## config.mk

```make
export PLATFORM = sky130hd
export DESIGN_NAME = bqd_csr_flat
export DESIGN_NICKNAME = d
export VERILOG_FILES = /design/src/hw/rtl/bqd_pkg.sv /design/src/hw/rtl/bqd_if.sv /design/src/hw/rtl/bqd_csr.sv /design/src/flat_wrapper.sv
export SDC_FILE = /design/constraint.sdc
export NUM_CORES = 1
export LEC_CHECK = 0
export BUFFER_PORTS_ARGS = -buffer_cell sky130_fd_sc_hd__buf_2
export CAP_MARGIN = 25
export CORE_ASPECT_RATIO = 2
export CORE_UTILIZATION = 55
export CTS_CLUSTER_SIZE = 10
export DETAILED_ROUTE_END_ITERATION = 7
export HOLD_SLACK_MARGIN = 0.1
export PLACE_DENSITY = 0.92
export SYNTH_ARGS = -nofsm -noshare
export SYNTH_HDL_FRONTEND = slang
export SYNTH_SLANG_ARGS = --single-unit
export TNS_END_PERCENT = 5
```

## constraint.sdc

```tcl
create_clock -name clock -period 2.65 [get_ports clock]
set_input_delay 0.53 -clock clock [delete_from_list [all_inputs] [get_ports clock]]
set_output_delay 0.53 -clock clock [all_outputs]
set_load 0.05 [all_outputs]
```

## src/hw/rtl/bqd_pkg.sv

```systemverilog
// Shared constants, register codes and types for the biquad DAC filter.
`timescale 1ns / 1ps
`default_nettype none

package bqd_pkg;

   localparam int SAMPLE_BITS_DEF = 12;

   localparam int COEF_W     = 32;
   localparam int OFFSET_W   = 20;
   localparam int OFFSET_FRAC = 8;
   localparam int Y_W        = 33;
   localparam int DAC_W      = 12;
   localparam int DAC_FRAC   = 16;
   localparam int RND_W      = DAC_W + DAC_FRAC;
   localparam int V_W        = Y_W + 2;
   localparam int FF_SHIFT   = 12;
   localparam int FB_SHIFT   = 28;

   localparam int CSR_IDX_W  = 3;
   localparam int CSR_DATA_W = 32;

   // register indexes on the configuration port
   localparam logic [CSR_IDX_W-1:0] CSR_COEF_B0       = 3'd0;
   localparam logic [CSR_IDX_W-1:0] CSR_COEF_B1       = 3'd1;
   localparam logic [CSR_IDX_W-1:0] CSR_COEF_B2       = 3'd2;
   localparam logic [CSR_IDX_W-1:0] CSR_COEF_A1       = 3'd3;
   localparam logic [CSR_IDX_W-1:0] CSR_COEF_A2       = 3'd4;
   localparam logic [CSR_IDX_W-1:0] CSR_OUTPUT_OFFSET = 3'd5;

   // defaults: 100 Hz notch, Q 5, 10 kHz sampling
   localparam logic [COEF_W-1:0]   RST_COEF_B0 = 32'sd266760454;
   localparam logic [COEF_W-1:0]   RST_COEF_B1 = -32'sd532468125;
   localparam logic [COEF_W-1:0]   RST_COEF_B2 = 32'sd266760454;
   localparam logic [COEF_W-1:0]   RST_COEF_A1 = -32'sd532468125;
   localparam logic [COEF_W-1:0]   RST_COEF_A2 = 32'sd265085452;
   localparam logic [OFFSET_W-1:0] RST_OFFSET  = 20'd157286;

   localparam logic [Y_W-1:0] Y_MAX = {1'b0, {(Y_W-1){1'b1}}};
   localparam logic [Y_W-1:0] Y_MIN = {1'b1, {(Y_W-1){1'b0}}};

   localparam logic [RND_W-1:0] DAC_TOP  = {{DAC_W{1'b1}}, {DAC_FRAC{1'b0}}};
   localparam logic [RND_W-1:0] RND_HALF = RND_W'(1) << (DAC_FRAC - 1);

   typedef struct packed {
      logic [COEF_W-1:0]   b0;
      logic [COEF_W-1:0]   b1;
      logic [COEF_W-1:0]   b2;
      logic [COEF_W-1:0]   a1;
      logic [COEF_W-1:0]   a2;
      logic [OFFSET_W-1:0] offset;
   } coef_type;

endpackage

`default_nettype wire

```

## src/hw/rtl/bqd_if.sv

```systemverilog
// Channel interfaces: sample requests, DAC responses and register writes.
`timescale 1ns / 1ps
`default_nettype none


interface bqd_csr_if;
   logic                            valid;
   logic                            ready;
   logic [bqd_pkg::CSR_IDX_W-1:0]   index;
   logic [bqd_pkg::CSR_DATA_W-1:0]  data;
   modport source (output valid, output index, output data, input ready);
   modport sink   (input valid, input index, input data, output ready);
endinterface

`default_nettype wire

```

## src/hw/rtl/bqd_csr.sv

```systemverilog
// Coefficient and offset register file for the biquad DAC filter.
`timescale 1ns / 1ps
`default_nettype none

module bqd_csr (
   input  logic              clock,
   input  logic              reset,
   bqd_csr_if.sink           csr_ch,
   output bqd_pkg::coef_type coef_o
);
   import bqd_pkg::*;

   coef_type coef_ff;
   coef_type coef_in;

   assign csr_ch.ready = 1'b1;
   assign coef_o       = coef_ff;

   always_comb begin
      coef_in = coef_ff;
      if (csr_ch.valid) begin
         unique case (csr_ch.index)
            CSR_COEF_B0:       coef_in.b0     = csr_ch.data[COEF_W-1:0];
            CSR_COEF_B1:       coef_in.b1     = csr_ch.data[COEF_W-1:0];
            CSR_COEF_B2:       coef_in.b2     = csr_ch.data[COEF_W-1:0];
            CSR_COEF_A1:       coef_in.a1     = csr_ch.data[COEF_W-1:0];
            CSR_COEF_A2:       coef_in.a2     = csr_ch.data[COEF_W-1:0];
            CSR_OUTPUT_OFFSET: coef_in.offset = csr_ch.data[OFFSET_W-1:0];
            default:           coef_in        = coef_ff;   // drop unknown index
         endcase
      end
   end

   always_ff @(posedge clock) begin
      if (reset) begin
         coef_ff.b0     <= RST_COEF_B0;
         coef_ff.b1     <= RST_COEF_B1;
         coef_ff.b2     <= RST_COEF_B2;
         coef_ff.a1     <= RST_COEF_A1;
         coef_ff.a2     <= RST_COEF_A2;
         coef_ff.offset <= RST_OFFSET;
      end else begin
         coef_ff <= coef_in;
      end
   end

endmodule

`default_nettype wire

```

## src/flat_wrapper.sv

```systemverilog
// flat-port wrapper written by rule: the top's interface ports become plain ports
module bqd_csr_flat import bqd_pkg::*;
  (clock, reset, coef_o, csr_ch_valid, csr_ch_index, csr_ch_data, csr_ch_ready);
  bqd_csr_if csr_ch_i ();
  input  logic clock;
  input  logic reset;
  output bqd_pkg::coef_type coef_o;
  input wire logic [$bits(csr_ch_i.valid)-1:0] csr_ch_valid;
  input wire logic [$bits(csr_ch_i.index)-1:0] csr_ch_index;
  input wire logic [$bits(csr_ch_i.data)-1:0] csr_ch_data;
  output wire logic [$bits(csr_ch_i.ready)-1:0] csr_ch_ready;
  assign csr_ch_i.valid = csr_ch_valid;
  assign csr_ch_i.index = csr_ch_index;
  assign csr_ch_i.data = csr_ch_data;
  assign csr_ch_ready = csr_ch_i.ready;
  bqd_csr u_core (.clock(clock), .reset(reset), .csr_ch(csr_ch_i), .coef_o(coef_o));
endmodule
```

==> flow_summary.toml <==
[setup_path]
crit_path_start_kind = "flop"
cp_num_buf_inv = 1
cp_max_fo = 2
cpMaxStageDelayCell = "dfxtp_1"
arrival_ns = 1.08
critPathKind = "reg -> out"
critPathCaptureType = "output port"
r2r_end = "u_core.coef_o[147]$_SDFFE_PP1P_"
cp_cell_sequence = "buf_2"
r2r_start = "u_core.coef_o[147]$_SDFFE_PP1P_"
critical-path-max-stage-delay_ns = 0.38
crit_family = "flip-flops"
cp_data_required_time_ns = 2.12
r2r_slack_ns = 1.88
ff2ff_path_depth = 2

[sta]
slew_headroom_pct = 50.2
skew_ns = 0
post-route-period-util_pct = 60.6
hold_viol_final = 0
rsz0062_at_grt = "no"
timing.final.crit_period_ns = 1.61
tns_ns = 0
slew_viol_final = 0
setup-violations-final = 0
finalWorstSetupSlack_ns = 1.04
max_freq_mhz = 622
worst_slew_pin_slew_ns = 0.747

[floorplan]
rows = 57
die_y_um = 161
die_w_um = 81.6
initial_core_util_pct = 56.8
io_pins = 219
die-area_um2 = 13200
core-area_um2 = 12300

[routing]
routed_wl_mm = 18.1
topRoutingLayerUsed = "met4"
wl_met1_mm = 6.63
wl_met2_mm = 9.65
vias = 5381
drc = 0
routed-wl-met3_um = 792
dr.pass1.iters = 5
antenna_left = 0
vias_per_cell = 5.28
drt_iter0_drc = 197
wl_per_cell_um = 17.8

[flow_run]
cap_violations = 0

[place]
dpl_worst_slack_ns = 0.661
gp_congestion = 0.856
dpl-instance-area_um2 = 8220
port_buffers = 217
hpwl_mm = 13.0

[logic_synthesis]
synth_seq_cells = 180
async_reset_ff_share_pct = 0
syn_area_per_cell_um2 = 10.5
syn-cell-area_um2 = 6970
synthTopCellsByCount = "dfxtp_1, mux2i_1, nand2b_1"
synth.yosys.seq_area_share_pct = 51.7
synth_cells = 661
synth-edff-count = 0
yosys.area.top_type_share_pct = 51.7
yosysWarnings = 0
ys_top_cells_by_area = "dfxtp_1, mux2i_1, nand2b_1"
syn_nets = 699
synth_ff_type = "dfxtp_1"
synth_top_cell_by_area = "dfxtp_1"
synth_cell_types = 16

[clock_tree]
clk-insertion-delay-late_ns = 0.41
cts_sinks = 180
postCtsResizedCells = 0
root_buffer = "clkbuf_16"
clk_pin_slew_ns = 0.07
cts_tree = "built"
cts_buffer_depth = 2
htree_levels = 4
numCtsBuffers = 17
postCtsSetupBuffers = 0
postCtsHoldBufs = 0

[pwr]
vdd_ir_drop_max_mv = 0.558
p_leak_nw = 4.37
finalPower_w = 0.00578
sw_frac_of_total_pct = 26.5
powerDensity_nw_per_um2 = 659
p_int_w = 0.00425
combinationalPowerShare_pct = 10.5
seqPwrFrac_pct = 48.4
p_switching_w = 0.00153
pwr-share-clk_pct = 41.1

[worst_hold_path]
whs_path_depth = 3
min_to = "u_core.coef_o[21]$_SDFFE_PP0P_"
hold_path_startpoint = "csr_ch_data[1]"
hold_class = "in -> reg"

[final_layout]
drive_gt1_share_pct = 30.6
final_nets = 900
utilization_pct = 71.5
largest_reg_flops = 180
area_growth_pct = 25.9
stdcell_area_um2 = 8770
antenna_cells = 0

[grt]
grt_pass1_wl_mm = 27.8
antenna_found_initial = 0
grt_max_degree = 65
grt_pass1_vias = 5479
overflow = 0
grtUsageTotal_pct = 28.3

[run_status]
status = "finished clean"
-- per-layer routing --
layer | GRT usage (%) | vias up
li1 | - | 2569
met1 | 27.6 | 2513
met2 | 51.5 | 231
met3 | 6.27 | 68
met4 | 17.4 | 0
met5 | 0 | -
-- power by group through the flow --
stage / Sequential (W) / Combinational (W) / Clock, W
after floorplan: 0.00307 / 0.000223 / 0
after global placement: 0.00286 / 0.000596 / 0
after detailed placement: 0.00286 / 0.000604 / 0
after CTS: 0.00280 / 0.000607 / 0.00241
after global routing: 0.00280 / 0.000636 / 0.00253
final: 0.00280 / 0.000605 / 0.00238
-- how the worst max path moves through the flow --
stage	startpoint	to	slack [ns]	cells after the start
finish	u_core.coef_o[76]$_SDFFE_PP0P_	coef_o[76]	1.04	1
global route	u_core.coef_o[40]$_SDFFE_PP0P_	coef_o[40]	1.01	1
CTS	u_core.coef_o[138]$_SDFFE_PP1P_	coef_o[138]	1.04	1
detailed placement	csr_ch_index[1]	u_core.coef_o[171]$_SDFFE_PP1P_	0.66	3
global placement	csr_ch_index[1]	u_core.coef_o[170]$_SDFFE_PP1P_	0.69	3
floorplan	csr_ch_index[2]	u_core.coef_o[170]$_SDFFE_PP1P_	0.99	5
-- placed cells by master (no fill, tap or decap), drive strengths merged --
cell type	count
or4b	1
and4b	2
conb	1
inv	5
bufinv	1
nor4b	1
clkbuf	18
nor2	109
nand4bb	3
nor4bb	1
buf	234
nand2b	129
dfxtp	180
nand4b	2
clkinv	1
mux2i	180
clkinvlp	5
-- cell type report --
type	instances	area, µm²
Fill cell	887	3490
Sequential cell	180	3600
Clock inverter	12	123
Clock buffer	18	429
Tap cell	147	184
Multi-Input combinational cell	429	3180
Timing Repair Buffer	234	1260
-- kinds of logic after synthesis --
kind of cell           after synthesis  share of synthesized area, %
other                                1                        0.0538
muxes                              180                          25.9
DFF                                180                          51.7
and+or+nand+nor                    248                          18.9
buffers and inverters               52                          3.48
-- stage by stage --
stage / hold WS [ns] / std cells
2_1_floorplan: 0.685 / 661
3_3_place_gp: 0.455 / 990
3_5_place_dp: 0.461 / 990
4_1_cts: 0.381 / 1020
5_1_grt: 0.389 / 1020
6_report: 0.392 / 1020
Note: power is estimated with default switching activity, not from simulation.
